==> config.mk <==
export PLATFORM = sky130hd
export DESIGN_NAME = stx_frame_receiver_unit_flat
export DESIGN_NICKNAME = d
export VERILOG_FILES = /design/src/rtl/core/sfr_pkg.sv /design/src/rtl/core/sfr_if.sv /design/src/rtl/core/sfr_in_stage.sv /design/src/rtl/core/sfr_core.sv /design/src/rtl/core/stx_frame_receiver_unit.sv /design/src/flat_wrapper.sv
export SDC_FILE = /design/constraint.sdc
export NUM_CORES = 1
export LEC_CHECK = 0
export BUFFER_PORTS_ARGS = -buffer_cell sky130_fd_sc_hd__clkbuf_2
export CORE_ASPECT_RATIO = 1.4
export CORE_MARGIN = 2
export CORE_UTILIZATION = 60
export DETAILED_ROUTE_END_ITERATION = 8
export PLACE_DENSITY_LB_ADDON = 0.12
export SLEW_MARGIN = 20
export SYNTH_ARGS = -nofsm -noshare
export SYNTH_HDL_FRONTEND = slang
export SYNTH_SLANG_ARGS = --single-unit
==> constraint.sdc <==
create_clock -name clk -period 4.7 [get_ports clk]
set_input_delay 0.235 -clock clk [delete_from_list [all_inputs] [get_ports clk]]
set_output_delay 0.235 -clock clk [all_outputs]
set_load 0.005 [all_outputs]
==> src/rtl/core/sfr_pkg.sv <==
// Shared types and constants for the STX frame receiver.
package sfr_pkg;

  localparam logic [7:0] STX_BYTE = 8'h02;

  typedef enum logic [1:0] {
    KIND_CMD = 2'd0,
    KIND_ANS = 2'd1,
    KIND_END = 2'd2
  } kind_t;

  typedef enum logic [1:0] {
    ST_OK      = 2'd0,
    ST_BADSUM  = 2'd1,
    ST_TIMEOUT = 2'd2
  } status_t;

  typedef struct packed {
    logic [7:0] rx_byte;
    logic       timed_out;
  } item_t;

  typedef struct packed {
    logic valid;
    logic take;
  } stage_ctl_t;

endpackage

==> src/rtl/core/sfr_if.sv <==
// Stream interfaces for received bytes and frame results.
interface sfr_in_if;
  logic       valid;
  logic       ready;
  logic [7:0] rx_byte;
  logic       timed_out;

  modport source (output valid, output rx_byte, output timed_out, input ready);
  modport sink (input valid, input rx_byte, input timed_out, output ready);
endinterface

interface sfr_out_if;
  logic       valid;
  logic       ready;
  logic [7:0] out_byte;
  logic [1:0] kind;
  logic [1:0] status;
  logic       last;

  modport source (output valid, output out_byte, output kind, output status, output last,
                  input ready);
  modport sink (input valid, input out_byte, input kind, input status, input last,
                output ready);
endinterface

==> src/rtl/core/sfr_in_stage.sv <==
// Input register for received byte transactions.
module sfr_in_stage
  import sfr_pkg::*;
(
  input  logic       clk,
  input  logic       rst,
  sfr_in_if.sink     rx,
  input  logic       take,
  output stage_ctl_t ctl,
  output item_t      item
);

  logic vld;

  assign rx.ready  = !vld || take;
  assign ctl.valid = vld;
  assign ctl.take  = take;

  always_ff @(posedge clk) begin
    if (rst) begin
      vld <= 1'b0;
    end else if (rx.ready) begin
      vld <= rx.valid;
    end
    if (rx.ready && rx.valid) begin
      item.rx_byte   <= rx.rx_byte;
      item.timed_out <= rx.timed_out;
    end
  end

endmodule

==> src/rtl/core/sfr_core.sv <==
// Frame state update and result register.
module sfr_core
  import sfr_pkg::*;
(
  input  logic       clk,
  input  logic       rst,
  input  stage_ctl_t ctl,
  input  item_t      item,
  output logic       take,
  sfr_out_if.source  tx
);

  typedef enum logic [1:0] {
    PH_HUNT  = 2'd0,
    PH_LEN   = 2'd1,
    PH_BODY  = 2'd2,
    PH_CHECK = 2'd3
  } phase_t;

  phase_t     phase, phase_next;
  logic [7:0] remaining, remaining_next;
  logic [7:0] frame_length, frame_length_next;
  logic [7:0] running_xor, running_xor_next;

  logic       emit;
  logic [7:0] res_byte;
  kind_t      res_kind;
  status_t    res_status;
  logic       res_last;
  logic       step;

  assign take = !tx.valid || tx.ready;
  assign step = ctl.valid && ctl.take;

  always_comb begin
    phase_next        = phase;
    remaining_next    = remaining;
    frame_length_next = frame_length;
    running_xor_next  = running_xor;
    emit       = 1'b0;
    res_byte   = 8'd0;
    res_kind   = KIND_END;
    res_status = ST_OK;
    res_last   = 1'b0;
    if (item.timed_out) begin
      if (phase != PH_HUNT) begin
        phase_next        = PH_HUNT;
        remaining_next    = 8'd0;
        frame_length_next = 8'd0;
        running_xor_next  = 8'd0;
        emit       = 1'b1;
        res_status = ST_TIMEOUT;
        res_last   = 1'b1;
      end
    end else begin
      unique case (phase)
        PH_HUNT: begin
          if (item.rx_byte == STX_BYTE) phase_next = PH_LEN;
        end
        PH_LEN: begin
          frame_length_next = item.rx_byte;
          remaining_next    = item.rx_byte;
          running_xor_next  = item.rx_byte;
          phase_next        = (item.rx_byte == 8'd0) ? PH_CHECK : PH_BODY;
        end
        PH_BODY: begin
          running_xor_next = running_xor ^ item.rx_byte;
          remaining_next   = remaining - 8'd1;
          if (remaining == 8'd1) phase_next = PH_CHECK;
          emit     = 1'b1;
          res_byte = item.rx_byte;
          res_kind = (remaining == frame_length) ? KIND_CMD : KIND_ANS;
        end
        PH_CHECK: begin
          phase_next        = PH_HUNT;
          remaining_next    = 8'd0;
          frame_length_next = 8'd0;
          running_xor_next  = 8'd0;
          emit       = 1'b1;
          res_status = (item.rx_byte == running_xor) ? ST_OK : ST_BADSUM;
          res_last   = 1'b1;
        end
        default: phase_next = PH_HUNT;
      endcase
    end
  end

  always_ff @(posedge clk) begin
    if (rst) begin
      phase        <= PH_HUNT;
      remaining    <= 8'd0;
      frame_length <= 8'd0;
      running_xor  <= 8'd0;
      tx.valid     <= 1'b0;
    end else begin
      if (step) begin
        phase        <= phase_next;
        remaining    <= remaining_next;
        frame_length <= frame_length_next;
        running_xor  <= running_xor_next;
      end
      if (take) tx.valid <= step && emit;
    end
    if (take && step && emit) begin
      tx.out_byte <= res_byte;
      tx.kind     <= res_kind;
      tx.status   <= res_status;
      tx.last     <= res_last;
    end
  end

endmodule

==> src/rtl/core/stx_frame_receiver_unit.sv <==
// Top level of the STX frame receiver.
//
//   channel  dir  payload                          role
//   rx       in   rx_byte, timed_out               received byte or timeout
//   tx       out  out_byte, kind, status, last     body byte or end-of-frame result
//
// One transaction per cycle sustained while tx is not stalled. An accepted byte is
// held in the input register and then decoded into the result register.
// Bytes that give no result are consumed silently. rst is synchronous and returns the
// frame state to hunting. A stalled tx holds its result; rx fills the single input
// register and then stalls until tx is taken.
module stx_frame_receiver_unit
  import sfr_pkg::*;
(
  input  logic      clk,
  input  logic      rst,
  sfr_in_if.sink    rx,
  sfr_out_if.source tx
);

  stage_ctl_t ctl;
  item_t      item;
  logic       take;

  sfr_in_stage u_in_stage (
    .clk  (clk),
    .rst  (rst),
    .rx   (rx),
    .take (take),
    .ctl  (ctl),
    .item (item)
  );

  sfr_core u_core (
    .clk  (clk),
    .rst  (rst),
    .ctl  (ctl),
    .item (item),
    .take (take),
    .tx   (tx)
  );

  a_end_is_last: assert property (@(posedge clk) disable iff (rst)
    (tx.valid && tx.kind == KIND_END) |-> (tx.last && tx.out_byte == 8'd0))
    else $error("end result without last or with data");

  a_body_ok: assert property (@(posedge clk) disable iff (rst)
    (tx.valid && tx.kind != KIND_END) |-> (!tx.last && tx.status == ST_OK))
    else $error("body result with status or last");

  a_kind_code: assert property (@(posedge clk) disable iff (rst)
    tx.valid |-> (tx.kind != 2'd3 && tx.status != 2'd3))
    else $error("illegal kind or status code");

  a_cmd_then_not_end_status: assert property (@(posedge clk) disable iff (rst)
    (tx.valid && tx.ready && tx.kind == KIND_END) |=> !(tx.valid && tx.kind == KIND_ANS))
    else $error("answer byte directly after end of frame");

endmodule

==> src/flat_wrapper.sv <==
// flat-port wrapper written by rule: the top's interface ports become plain ports
module stx_frame_receiver_unit_flat import sfr_pkg::*;
  (clk, rst, rx_valid, rx_rx_byte, rx_timed_out, rx_ready, tx_valid, tx_out_byte, tx_kind, tx_status, tx_last, tx_ready);
  sfr_in_if rx_i ();
  sfr_out_if tx_i ();
  input  logic clk;
  input  logic rst;
  input wire logic [$bits(rx_i.valid)-1:0] rx_valid;
  input wire logic [$bits(rx_i.rx_byte)-1:0] rx_rx_byte;
  input wire logic [$bits(rx_i.timed_out)-1:0] rx_timed_out;
  output wire logic [$bits(rx_i.ready)-1:0] rx_ready;
  output wire logic [$bits(tx_i.valid)-1:0] tx_valid;
  output wire logic [$bits(tx_i.out_byte)-1:0] tx_out_byte;
  output wire logic [$bits(tx_i.kind)-1:0] tx_kind;
  output wire logic [$bits(tx_i.status)-1:0] tx_status;
  output wire logic [$bits(tx_i.last)-1:0] tx_last;
  input wire logic [$bits(tx_i.ready)-1:0] tx_ready;
  assign rx_i.valid = rx_valid;
  assign rx_i.rx_byte = rx_rx_byte;
  assign rx_i.timed_out = rx_timed_out;
  assign rx_ready = rx_i.ready;
  assign tx_valid = tx_i.valid;
  assign tx_out_byte = tx_i.out_byte;
  assign tx_kind = tx_i.kind;
  assign tx_status = tx_i.status;
  assign tx_last = tx_i.last;
  assign tx_i.ready = tx_ready;
  stx_frame_receiver_unit u_core (.clk(clk), .rst(rst), .rx(rx_i), .tx(tx_i));
endmodule
# Word-level counts from Yosys, hierarchy flattened
# Index checks and enable logic that the tools add are counted.
# op_classes
add_sub_neg	1
eq_ne	10
n_mux	23
n_bitwise	2
n_reduce_logical	19
# ops
operator	count
case mux 8 bit (3 select lines)	2
2-to-1 mux 8 bit	4
== test 8 bit	2
case mux 8 bit (2 select lines)	1
2-to-1 mux 2 bit	6
2-to-1 mux 1 bit	9
== test 8 x 1 -> 1 bit, second input constant	1
== test 8 x 2 -> 1 bit, second input constant	1
zero test 8 bit	1
case mux 2 bit (4 select lines)	1
subtractor 8 x 1 -> 8 bit, second input constant	1
XOR 8 bit	1
inequality test 3 x 2 -> 1 bit, second input constant	2
AND reduction 3 bit	2
logical AND 1 bit	5
== test 2 bit, second input constant	2
AND reduction 4 bit	1
nonzero test 4 bit	1
OR reduction 2 bit	2
nonzero test 3 bit	1
== test 2 x 1 -> 1 bit, second input constant	1
zero test 1 bit	2
zero test 2 bit	1
logical OR 1 bit	2
other kinds (3)	3
# word_totals
reg_bits	50
out_inout_bits	15
elab_cells	67

# Logic depth before layout (Yosys ltp)
# Gate-level depths: netlist of run 1.
# logic_depth
word_depth	5
mapped_depth	9
mapped_depth_nobuf	6

# By module
# From an unflattened synthesis of run 1, not the netlist that was laid out.
# hier_totals
hier_cells	264
area_unflattened_um2	2612.5
# modules_own_cells
mod	instances	cells_per_inst	area_each_um2	seq_area_each_um2
sfr_core	1	248	2272.2	930.9
sfr_in_stage	1	16	340.3	290.3

# Worst setup path before layout of run 1
# OpenSTA, ideal clock, no wires.
# synth_path
kind	flip-flop to flip-flop
from	reg u_core.u_core.phase[0]
to	reg u_core.u_core.tx.kind[0] (enable)
arrival_time_ns	1.994
t_required_ns	4.294
path_slack_ns	2.300
stages_incl_launch_ff	6
path_buffers	1
cell_sequence	dfxtp_1 > inv_1 > ha_1 > clkbuf_1 > inv_1 > a211oi_1
# synth_via
elab_chain_len	5
word_cells_on_any_way	8
cone_classes	2 x eq/ne; 3 x mux; 3 x reduce/logical
# synth_lines
element	line	rtl
from (decl)	sfr_core.sv:20	phase_t phase, phase_next;
from (signal assigned)	sfr_core.sv:97	phase <= phase_next;
== test 2 bit	sfr_core.sv:56	unique case (phase)
OR reduction 2 bit (no source line)	--	
2-to-1 mux 1 bit	sfr_core.sv:56	
2-to-1 mux 1 bit *	sfr_core.sv:45	if (item.timed_out) begin
logical AND 1 bit *	sfr_core.sv:104	if (take && step && emit) begin
to (signal assigned)	sfr_core.sv:106	tx.kind <= res_kind;
to (decl)	sfr_if.sv:20	modport source (output valid, output out_byte, output kind, output status, output last,
# Every way passes the cells marked *; elsewhere a longest branch is shown, timed or not.
# A chain may end at the register's enable or synchronous reset.

# Worst setup path after layout of run 1
# layout_path
from	reg u_core.u_core.phase[0]
to	reg u_core.u_core.running_xor[1]
# layout_via
elab_chain_len	3
word_cells_on_any_way	9
cone_classes	4 x eq/ne; 2 x mux; 3 x reduce/logical
# layout_lines
element	line	rtl
== test 2 bit (tied with other cells)	sfr_core.sv:56	
case mux 8 bit (3 select lines) (tied with other cells)	sfr_core.sv:56	
2-to-1 mux 8 bit / AND reduction 3 bit (equally long branches)	--	
to (signal assigned)	sfr_core.sv:100	running_xor <= running_xor_next;
to (decl)	sfr_core.sv:23	logic [7:0] running_xor, running_xor_next;
# Parallel ways exist; a longest one is shown, timed or not.

==> metrics.md, run 1 <==
| Metric | Value |
|---|---|
| Max_cap viols | 0 |
| Worst reg2reg path endpoint | u_core.u_core.running_xor[1]$_SDFFE_PP0P_ |
| Drt first-iter violations | 113 |
| Min cycle time layout | 2.96 ns |
| CTS Buffer Depth | 2 |
| Synth Register Bits | 50 |
| Fmax | 338 MHz |
| Worst min path class | input pin to flop |
| Final Max Slew Viols | 0 |
| Largest net degree at the start of global routing | 29 |
| Drt drc | 0 |
| Setup violators final | 0 |
| Post-Syn Instances | 253 |
| Synthesis-to-layout area growth | 9.32% |
| Commonest cells post-synth | 31 x a21oi_1, 28 x dfxtp_1, 22 x edfxtp_1, 22 x nand2_1, 17 x xor2_1 |
| Async S/R FF share, synth | 0% |
| Slew HR | 26.1% |
| Hpwl dp | 3670 um |
| Cell variety after synth | 47 |
| Worst-path cell chain | inv_1 > ha_1 > or4_1 > nand4_1 > or3_1 > a21oi_1 |
| Initial Util | 62.8% |
| # fillers | 330 |
| Postcts setup bufs | 0 |
| CTS root buffer | clkbuf_8 |
| Hold violation total from the final report | 0 |
| Top-area cell type share of the netlist area | 26.6% |
| Crit path to | u_core.u_core.running_xor[1]$_SDFFE_PP0P_ |
| Compound-Gate Fraction of Synth Area | 16.6% |
| Seq. cell area | 1220 sq um |
| Max IR drop VDD | 0.337 mV |
| Cell Area, Placed | 2610 sq um |
| WL final | 5140 um |
| Finished Cell Area | 2710 sq um |
| Vias | 1945 |
| Share of cells above drive strength 1 | 14.2% |
| Core Region | 3950 sq um |
| Routed len/inst | 16.2 um |
| Setup CP Type | flop to flop |
| Pleak | 0.00102 uW |
| Final Wtd Congestion | 0.833 |
| Ys Warns | 0 |
| Leading area contributor after synthesis | edfxtp_1 |
| Crit-path max FO | 26 |
| Worst path depth | 6 |
| Router iterations before antenna repair | 4 |
| Multi-input gate area | 1170 sq um |
| Fin Clk Skew | 0.00769 ns |
| RSZ-0062 raised after global routing | false |
| Top delay family on crit path | simple AND/OR/NAND/NOR gates |
| Critical path's slowest cell | nand4_1 |
| Num ports | 28 |
| Register area share after synthesis | 49.2% |
| H-tree Lvls | 2 |
| Critical Path Start | u_core.u_core.phase[0]$_SDFFE_PP0P_ |
| Reg2Reg Setup Slack | 1.74 ns |
| CTS sink count | 50 |
| Global-route total usage across every layer | 24.0% |
| Die height | 80.1 um |
| Synth Area in Adders | 3.02% |
| Die W | 58.4 um |
| Run status | completed |
| Synth area leaders | edfxtp_1 27%, dfxtp_1 23%, a21oi_1 6.3%, xor2_1 6.0%, nand2_1 3.3% |
| Die ar. | 4670 sq um |
| Number of flops mapped to enable cells by yosys | 22 |
| Hold buffer count at cts | 0 |
| Most numerous cell in the Yosys netlist | a21oi_1 |
| Worst-Margin Slew | 1.11 ns |
| Setup total negative slack | 0 ns |
| Synth Area in XOR/XNOR | 6.00% |
| Critical R2R Launch | u_core.u_core.phase[0]$_SDFFE_PP0P_ |
| PortBufs | 27 |
| GRT overflow | 0 |
| PwrDens | 299 nW/um^2 |
| TritonCTS clock tree | built |
| Post-cts resize count | 0 |
| Largest family of logic cells by synthesized area | simple AND/OR/NAND/NOR gates |
| First-pass GRT wire length | 8400 um |
| Synth Area in Simple Gates | 20.5% |
| Mux share of post-synthesis cell area | 0.857% |
| Worst Path Buf+Inv | 1 |
| Worst setup SP type | flop |
| Final period utilization | 63.0% |
| Reg clk slew, reported paths | 0.09 ns |
| Vias in the first global route | 1752 |
| CP endpoint kind | flop |
| CP Data Arrival Time | 3.19 ns |
| Syn nets | 272 |
| Fin nets | 292 |
| ANT nets after route | 0 |
| Post-Syn Area | 2480 sq um |
| DR vias/cell | 6.14 |
| Core Rows | 27 |
| Max incr delay on CP | 0.72 ns |
| Clk_lat worst skew | 0.30 ns |
| FF-to-FF path depth | 6 |
| Diode count | 0 |
| Worst Path Required | 4.92 ns |
| Syn avg cell area | 9.81 sq um |
| TritonCTS Buffers | 5 |
| Post-synth top flop | dfxtp_1 |
| Initial antenna violation count | 0 |
[final cells by class]
| cell class | instances | share of cell area (%) |
|---|---|---|
| multi-input cells | 182 | 43.2 |
| flip-flops and latches | 50 | 45.0 |
| clock buffers | 7 | 2.81 |
| well taps | 43 | 1.98 |
| clock inverters | 1 | 1.11 |
| repair buffers | 27 | 4.98 |
| inverters | 7 | 0.968 |
[sequential cells by signal (all words and copies together), names as in the netlist]
| name | flops |
|---|---|
| u_core.u_core.running_xor | 8 |
| u_core.u_core.remaining | 8 |
| u_core.u_core.tx.last | 1 |
| u_core.u_core.tx.status | 2 |
| u_core.u_core.tx.valid | 1 |
| u_core.u_in_stage.vld | 1 |
| u_core.u_core.phase | 2 |
| u_core.u_core.tx.kind | 2 |
| u_core.u_core.tx.out_byte | 8 |
| u_core.u_core.frame_length | 8 |
| u_core.u_in_stage.item | 9 |
[metrics by stage]
step	utilization (%)	hold slack (ns)	worst slack, ns	power [uW]	instances
4_1_cts	68.7	0.103	1.76	814	317
3_3_place_gp	66.0	0.412	1.91	527	309
6_report	68.7	0.106	1.74	811	317
5_1_grt	68.7	0.0896	1.43	838	317
3_5_place_dp	66.0	0.414	1.79	528	309
2_1_floorplan	-	0.334	2.30	511	253
[logic make-up after synthesis]
logic type	after synthesis
AO/OA/AOI/OAI	63
adder cells (fa/ha/maj)	6
flip-flops	50
buffers and inverters	21
XOR/XNOR	17
multiplexers	2
AND/OR/NAND/NOR	94
[how the worst min path moves through the flow]
stage | startpoint | endpoint | slack, ns | cells after the start
floorplan | rx_timed_out | u_core.u_in_stage.item[0]$_DFFE_PP_ | 0.33 | 0
global placement | rx_rx_byte[5] | u_core.u_in_stage.item[6]$_DFFE_PP_ | 0.41 | 1
detailed placement | rx_rx_byte[4] | u_core.u_in_stage.item[5]$_DFFE_PP_ | 0.41 | 1
CTS | rx_timed_out | u_core.u_in_stage.item[0]$_DFFE_PP_ | 0.10 | 1
global route | rx_rx_byte[1] | u_core.u_in_stage.item[2]$_DFFE_PP_ | 0.09 | 1
finish | rx_rx_byte[4] | u_core.u_in_stage.item[5]$_DFFE_PP_ | 0.11 | 1
[report_power, final]
group	total [uW]	leakage [uW]	switching, uW	internal [uW]
Clock	293	0.0000524	134	159
Sequential	477	0.000435	15.5	462
Combinational	41.0	0.000536	23.9	17.1
[per-layer routing]
layer | vias up | global-route usage [%] | routed length, um
li1 | 964 | - | -
met1 | 893 | 30.3 | 2160
met2 | 76 | 39.7 | 2530
met3 | 12 | 3.86 | 327
met4 | 0 | 10.9 | 122
met5 | - | 0 | 0
[cell usage in the layout, fill, tap and decap left out, types with 2 or more instances in the layout]
cell	synthesis	layout
a2111oi_1	2	2
o31a_1	3	3
nor2_1	9	9
dfxtp_1	28	28
a31o_1	2	2
and2_1	10	10
a21oi_1	31	31
a22oi_1	6	6
clkbuf_2	0	27
nand2b_1	6	6
a2bb2oi_1	2	2
nand4_1	3	3
xor2_1	17	17
nand3b_1	3	3
nor3_1	4	4
edfxtp_1	22	22
nand3_1	11	11
o21ai_0	4	4
or3_1	6	6
nor2b_1	7	7
clkbuf_8	0	5
clkbuf_1	9	2
ha_1	6	6
a221oi_1	2	2
nand2_1	22	22
inv_1	7	7
nor4_1	7	7
[worst reg2reg max path, stage by stage, from the launching register on]
cell     delay, ns
dfxtp_1       0.34
inv_1         0.12
ha_1          0.71
or4_1         0.23
nand4_1       0.72
or3_1         0.64
a21oi_1       0.12
Power figures use the tool's default switching activity.
==> inputs of run 2 (changes only) <==
--- a/config.mk
+++ b/config.mk
@@ -8,7 +8,7 @@
 export BUFFER_PORTS_ARGS = -buffer_cell sky130_fd_sc_hd__clkbuf_2
 export CORE_ASPECT_RATIO = 1.4
 export CORE_MARGIN = 2
-export CORE_UTILIZATION = 60
+export CORE_UTILIZATION = 58
 export DETAILED_ROUTE_END_ITERATION = 8
 export PLACE_DENSITY_LB_ADDON = 0.12
 export SLEW_MARGIN = 20
==> constraint.sdc (replaced) <==
create_clock -name clk -period 2.8 [get_ports clk]
set_input_delay 0.14 -clock clk [delete_from_list [all_inputs] [get_ports clk]]
set_output_delay 0.14 -clock clk [all_outputs]
set_load 0.005 [all_outputs]
==> run 2 against run 1 <==
Register-to-register slack worse by 1.2 ns. Power increased by 58%. Global-route usage shrank 0.65 points. Via count is essentially flat. Count of clock-buffer cells in the layout stayed put. Routed wire length grew 0.60%. Largest power group unchanged. Combinational power rose by 80%. Cell count is 2.5% higher. Critical path type unchanged. Largest cell class unchanged.
==> metrics.md, run 2 (same netlist as run 1, synthesis figures left out) <==
| Metric | Value |
|---|---|
| WL final | 5170 um |
| Drt drc | 0 |
| Setup total negative slack | 0 ns |
| ANT nets after route | 0 |
| Finished Cell Area | 2740 sq um |
| Cell Area, Placed | 2650 sq um |
| CP endpoint kind | flop |
| Multi-input gate area | 1170 sq um |
| Worst-path cell chain | inv_1 > ha_1 > or4_1 > nand4_1 > buf_4 > or3_1 > a21oi_1 |
| Fin Clk Skew | 0.00900 ns |
| Total Power | 1280 uW |
| DR vias/cell | 5.99 |
| RSZ-0062 raised after global routing | false |
| Max incr delay on CP | 0.58 ns |
| Critical path's slowest cell | or4_1 |
| Worst min path class | input pin to flop |
| Core Rows | 28 |
| Finished Core Util | 65.8% |
| CTS sink count | 50 |
| Worst Path Required | 2.96 ns |
| Most common cell after layout, fill and taps aside | a21oi_1 |
| Drt first-iter violations | 129 |
| Die height | 81.4 um |
| Reg clk slew, reported paths | 0.08 ns |
| Pre-CTS worst setup slack | 0.557 ns |
| Vias | 1946 |
| Min cycle time layout | 2.26 ns |
| Core Region | 4170 sq um |
| Max IR drop VDD | 0.320 mV |
| Routed len/inst | 15.9 um |
| Initial Util | 59.5% |
| Final Max Slew Viols | 0 |
| Max_cap viols | 0 |
| Most frequent cells in the layout | 31 x a21oi_1, 28 x dfxtp_1, 27 x clkbuf_2 |
| Die W | 59.3 um |
| CTS root buffer | clkbuf_8 |
| GRT overflow | 0 |
| Hpwl dp | 3680 um |
| Reg2Reg Setup Slack | 0.54 ns |
| Initial antenna violation count | 0 |
| First-pass GRT wire length | 8310 um |
| Largest net degree at the start of global routing | 29 |
| Final setup margin | 0.536 ns |
| Worst Path Buf+Inv | 2 |
| Setup CP Type | flop to flop |
| # fillers | 359 |
| Die ar. | 4830 sq um |
| Vias in the first global route | 1723 |
| Setup violators final | 0 |
| PwrDens | 467 nW/um^2 |
| Num ports | 28 |
| TritonCTS Buffers | 5 |
| CP Data Arrival Time | 2.42 ns |
| Crit-path max FO | 14 |
| Seq. cell area | 1220 sq um |
| TritonCTS clock tree | built |
| Pleak | 0.00104 uW |
| Hold violation total from the final report | 0 |
| Worst-Margin Slew | 0.735 ns |
| Share of cells above drive strength 1 | 15.7% |
| Final period utilization | 80.8% |
| Synthesis-to-layout area growth | 10.4% |
| Final Wtd Congestion | 0.850 |
| Router iterations before antenna repair | 5 |
| PortBufs | 27 |
| Top delay family on crit path | simple AND/OR/NAND/NOR gates |
| Biggest register | u_core.u_in_stage.item |
| Diode count | 0 |
| Largest register FFs | 9 |
| H-tree Lvls | 2 |
| Fmax | 442 MHz |
| Clk_lat worst skew | 0.30 ns |
| Worst setup SP type | flop |
| Slew HR | 50.9% |
| Global-route total usage across every layer | 23.3% |
| Fin nets | 298 |
| Run status | completed |
| CTS Buffer Depth | 2 |
==> run 2: where the power goes <==
part	leakage, uW	switching [uW]	total, uW	internal [uW]
logic	0.000566	42.4	73.8	31.4
clock network	0.0000385	229	406	177
registers	0.000435	24.3	799	775
total	0.00104	296	1280	984
==> run 2: area by class of cell <==
| type | instances | share of cell area, % |
|---|---|---|
| clock buffers | 7 | 2.78 |
| clock inverters | 1 | 0.274 |
| flip-flops and latches | 50 | 44.5 |
| multi-input cells | 182 | 42.7 |
| repair buffers | 33 | 6.66 |
| well taps | 45 | 2.05 |
| inverters | 7 | 0.958 |
==> run 2: stage by stage <==
step	hold slack [ns]	cells
2_1_floorplan	0.239	253
3_5_place_dp	0.319	316
3_3_place_gp	0.316	316
5_1_grt	0.000946	325
6_report	0.0146	325
4_1_cts	0.00801	324
==> run 2: metal layers <==
layer	vias up	routed length [um]	track usage [%]
li1	978	-	-
met1	902	2290	30.1
met4	0	129	10.9
met5	-	0	0
met3	8	266	4.46
met2	58	2490	37.3
==> run 2: worst paths after layout <==
check | to | startpoint | cells after the start
max | u_core.u_core.running_xor[1]$_SDFFE_PP0P_ | u_core.u_core.phase[1]$_SDFFE_PP0P_ | 7
min | u_core.u_in_stage.item[0]$_DFFE_PP_ | rx_timed_out | 1
max reg2reg | u_core.u_core.running_xor[1]$_SDFFE_PP0P_ | u_core.u_core.phase[1]$_SDFFE_PP0P_ | 7
min reg2reg | u_core.u_core.frame_length[6]$_SDFFE_PP0P_ | u_core.u_core.frame_length[6]$_SDFFE_PP0P_ | 2
==> run 2: worst reg2reg max path: cells and delay by family (launching register included) <==
family / cells / cell delay (ns)
compound gates: 1 / 0.05
simple gates: 3 / 1.05
flops: 1 / 0.41
buf+inv: 2 / 0.37
fa+ha+maj: 1 / 0.27
==> run 2: repair_timing <==
item	CTS	global route
buffers inserted	0	0
hold buffers	0	1
hold endpoints to repair	0	1
resized for setup	0	0
==> inputs of run 3 (changes only) <==
==> constraint.sdc (replaced) <==
create_clock -name clk -period 2.1 [get_ports clk]
set_input_delay 0.105 -clock clk [delete_from_list [all_inputs] [get_ports clk]]
set_output_delay 0.105 -clock clk [all_outputs]
set_load 0.005 [all_outputs]
==> run 3 against run 2 <==
Sequential power up 31%. Power up 44%. Critical path depth unchanged. Combinational power up 92%. Via count up 5.8%. Largest cell class unchanged. Die area unchanged. Sequential share of layout area down 3.5 points. Count of clock-buffer cells in the layout unchanged. Flip-flop and latch count unchanged.
==> metrics.md, run 3 (same netlist as run 1, synthesis figures left out) <==
| Metric | Value |
|---|---|
| Largest register FFs | 9 |
| Setup violators final | 0 |
| Vias | 2059 |
| Core Rows | 28 |
| Worst Path Required | 2.31 ns |
| Worst min path class | input pin to flop |
| Drt drc | 0 |
| CTS root buffer | clkbuf_8 |
| GRT overflow | 0 |
| PortBufs | 27 |
| Max IR drop VDD | 0.463 mV |
| HP Start | rx_valid |
| Die height | 81.4 um |
| Hpwl dp | 3870 um |
| Min cycle time layout | 1.90 ns |
| Global route hottest layer | met2 |
| GR Util met2 | 38.9% |
| H-tree Lvls | 2 |
| Fin Clk Skew | 0.00673 ns |
| Max_cap viols | 0 |
| Clk_lat worst skew | 0.30 ns |
| Num ports | 28 |
| Hold violation total from the final report | 0 |
| Postcts setup bufs | 0 |
| Reg2Reg Setup Slack | 0.20 ns |
| Biggest register | u_core.u_in_stage.item |
| Pleak | 0.00117 uW |
| Endpoint, Worst Hold | u_core.u_in_stage.vld$_SDFFE_PP0N_ |
| Hold path depth | 3 |
| Multi-input gate area | 1170 sq um |
| CP endpoint kind | flop |
| # fillers | 327 |
| Setup total negative slack | 0 ns |
| Die W | 59.3 um |
| Global-route total usage across every layer | 24.7% |
| Final period utilization | 90.6% |
| Router iterations before antenna repair | 4 |
| Grt met1 use | 32.3% |
| Max incr delay on CP | 0.55 ns |
| Critical path's slowest cell | or4_1 |
| Core Region | 4170 sq um |
| Routed len/inst | 15.5 um |
| Most common cell after layout, fill and taps aside | a21oi_1 |
| Worst-Margin Slew | 0.616 ns |
| Slew HR | 58.9% |
| Worst-path cell chain | inv_1 > ha_1 > or4_1 > nand4_1 > buf_4 > nand2_1 > a221oi_1 |
| RSZ-0062 raised after global routing | false |
| Most frequent cells in the layout | 31 x a21oi_1, 27 x clkbuf_2, 27 x dfxtp_1 |
| Synthesis-to-layout area growth | 20.1% |
| Die ar. | 4830 sq um |
| Drt first-iter violations | 74 |
| CP Data Arrival Time | 2.11 ns |
| Final Wtd Congestion | 0.856 |
| Vias in the first global route | 1876 |
| ANT nets after route | 0 |
| TritonCTS Buffers | 5 |
| Initial antenna violation count | 0 |
| Crit-path max FO | 8 |
| CTS Buffer Depth | 2 |
| First-pass GRT wire length | 8810 um |
| Fmax | 525 MHz |
| Largest net degree at the start of global routing | 29 |
| Total Power | 1850 uW |
| FF-to-FF path depth | 7 |
| Final Max Slew Viols | 0 |
| DR vias/cell | 5.87 |
| Initial Util | 59.5% |
| Critical R2R Launch | u_core.u_core.phase[1]$_SDFFE_PP0P_ |
| WL final | 5460 um |
| Worst reg2reg path endpoint | u_core.u_core.remaining[6]$_SDFFE_PP0P_ |
| Run status | completed |
| TritonCTS clock tree | built |
| Top delay family on crit path | simple AND/OR/NAND/NOR gates |
| Reg clk slew, reported paths | 0.09 ns |
| PwrDens | 620 nW/um^2 |
| Diode count | 0 |
| Worst setup SP type | flop |
| Setup CP Type | flop to flop |
| GR Layer Usage met3 | 4.78% |
| Worst Path Buf+Inv | 2 |
| Seq. cell area | 1220 sq um |
| Fin nets | 324 |
| Share of cells above drive strength 1 | 20.6% |
| CTS sink count | 50 |
-- run 3: cell types whose count changed in the layout (fill, tap and decap cells not counted), sizes merged --
cell and delta:
dlygate4sd3 +8, bufinv +1, buf +18, clkinvlp -1
-- run 3: power breakdown --
part           total, uW  internal (uW)  leakage (uW)  switching [uW]
Combinational        142           64.3      0.000686            78.1
Clock                656            356     0.0000524             300
Sequential          1050           1030      0.000435            17.0
-- run 3: through the flow --
| step | area, sq um | hold slack (ns) | instances | setup slack, ns | util (%) |
|---|---|---|---|---|---|
| 6_report | 2980 | 0.0175 | 351 | 0.197 | 71.5 |
| 5_1_grt | 2980 | 0.0489 | 351 | 0.0376 | 71.5 |
| 4_1_cts | 2980 | 0.0178 | 351 | 0.143 | 71.5 |
| 3_5_place_dp | 2780 | 0.284 | 334 | 0.163 | 66.7 |
| 3_3_place_gp | 2780 | 0.282 | 334 | 0.236 | 66.7 |
| 2_1_floorplan | 2490 | 0.204 | 253 | 0.146 | - |
-- run 3: layout make-up --
class | instances | share of cell area [%]
well taps | 45 | 1.89
inverters | 7 | 0.882
clock buffers | 7 | 2.56
repair buffers | 59 | 13.4
clock inverters | 1 | 1.01
flip-flops and latches | 50 | 41.0
multi-input cells | 182 | 39.3
-- run 3: timing repair --
| item | 4_1_cts | 5_1_grt |
|---|---|---|
| hold buffers | 9 | 0 |
| endpoints found under the setup margin | 0 | 1 |
| hold endpoints to repair | 9 | 0 |
| gates resized for setup | 0 | 1 |
-- run 3: how the worst max path moves through the flow --
stage	cells after the start	end	from	slack (ns)
2_1_floorplan	5	u_core.u_core.tx.kind[0]$_SDFFCE_PP0P_	u_core.u_core.phase[0]$_SDFFE_PP0P_	0.15
3_3_place_gp	7	u_core.u_core.remaining[6]$_SDFFE_PP0P_	u_core.u_core.phase[1]$_SDFFE_PP0P_	0.24
3_5_place_dp	7	u_core.u_core.remaining[6]$_SDFFE_PP0P_	u_core.u_core.phase[1]$_SDFFE_PP0P_	0.16
4_1_cts	7	u_core.u_core.remaining[6]$_SDFFE_PP0P_	u_core.u_core.phase[1]$_SDFFE_PP0P_	0.14
5_1_grt	7	u_core.u_core.remaining[6]$_SDFFE_PP0P_	u_core.u_core.phase[0]$_SDFFE_PP0P_	0.04
6_report	7	u_core.u_core.remaining[6]$_SDFFE_PP0P_	u_core.u_core.phase[1]$_SDFFE_PP0P_	0.20
-- run 3: worst reg2reg max path, stage by stage, from the launching register on --
cell and delay (ns):
dfxtp_2 0.37, inv_1 0.06, ha_1 0.19, or4_1 0.55, nand4_1 0.16, buf_4 0.18, nand2_1 0.06, a221oi_1 0.25
-- run 3: metal layers --
layer	vias up	share of wire (%)	wire [um]
li1	1023	-	-
met4	0	2.8	153
met1	965	44	2400
met5	-	0	0
met2	62	48	2620
met3	9	5.3	290
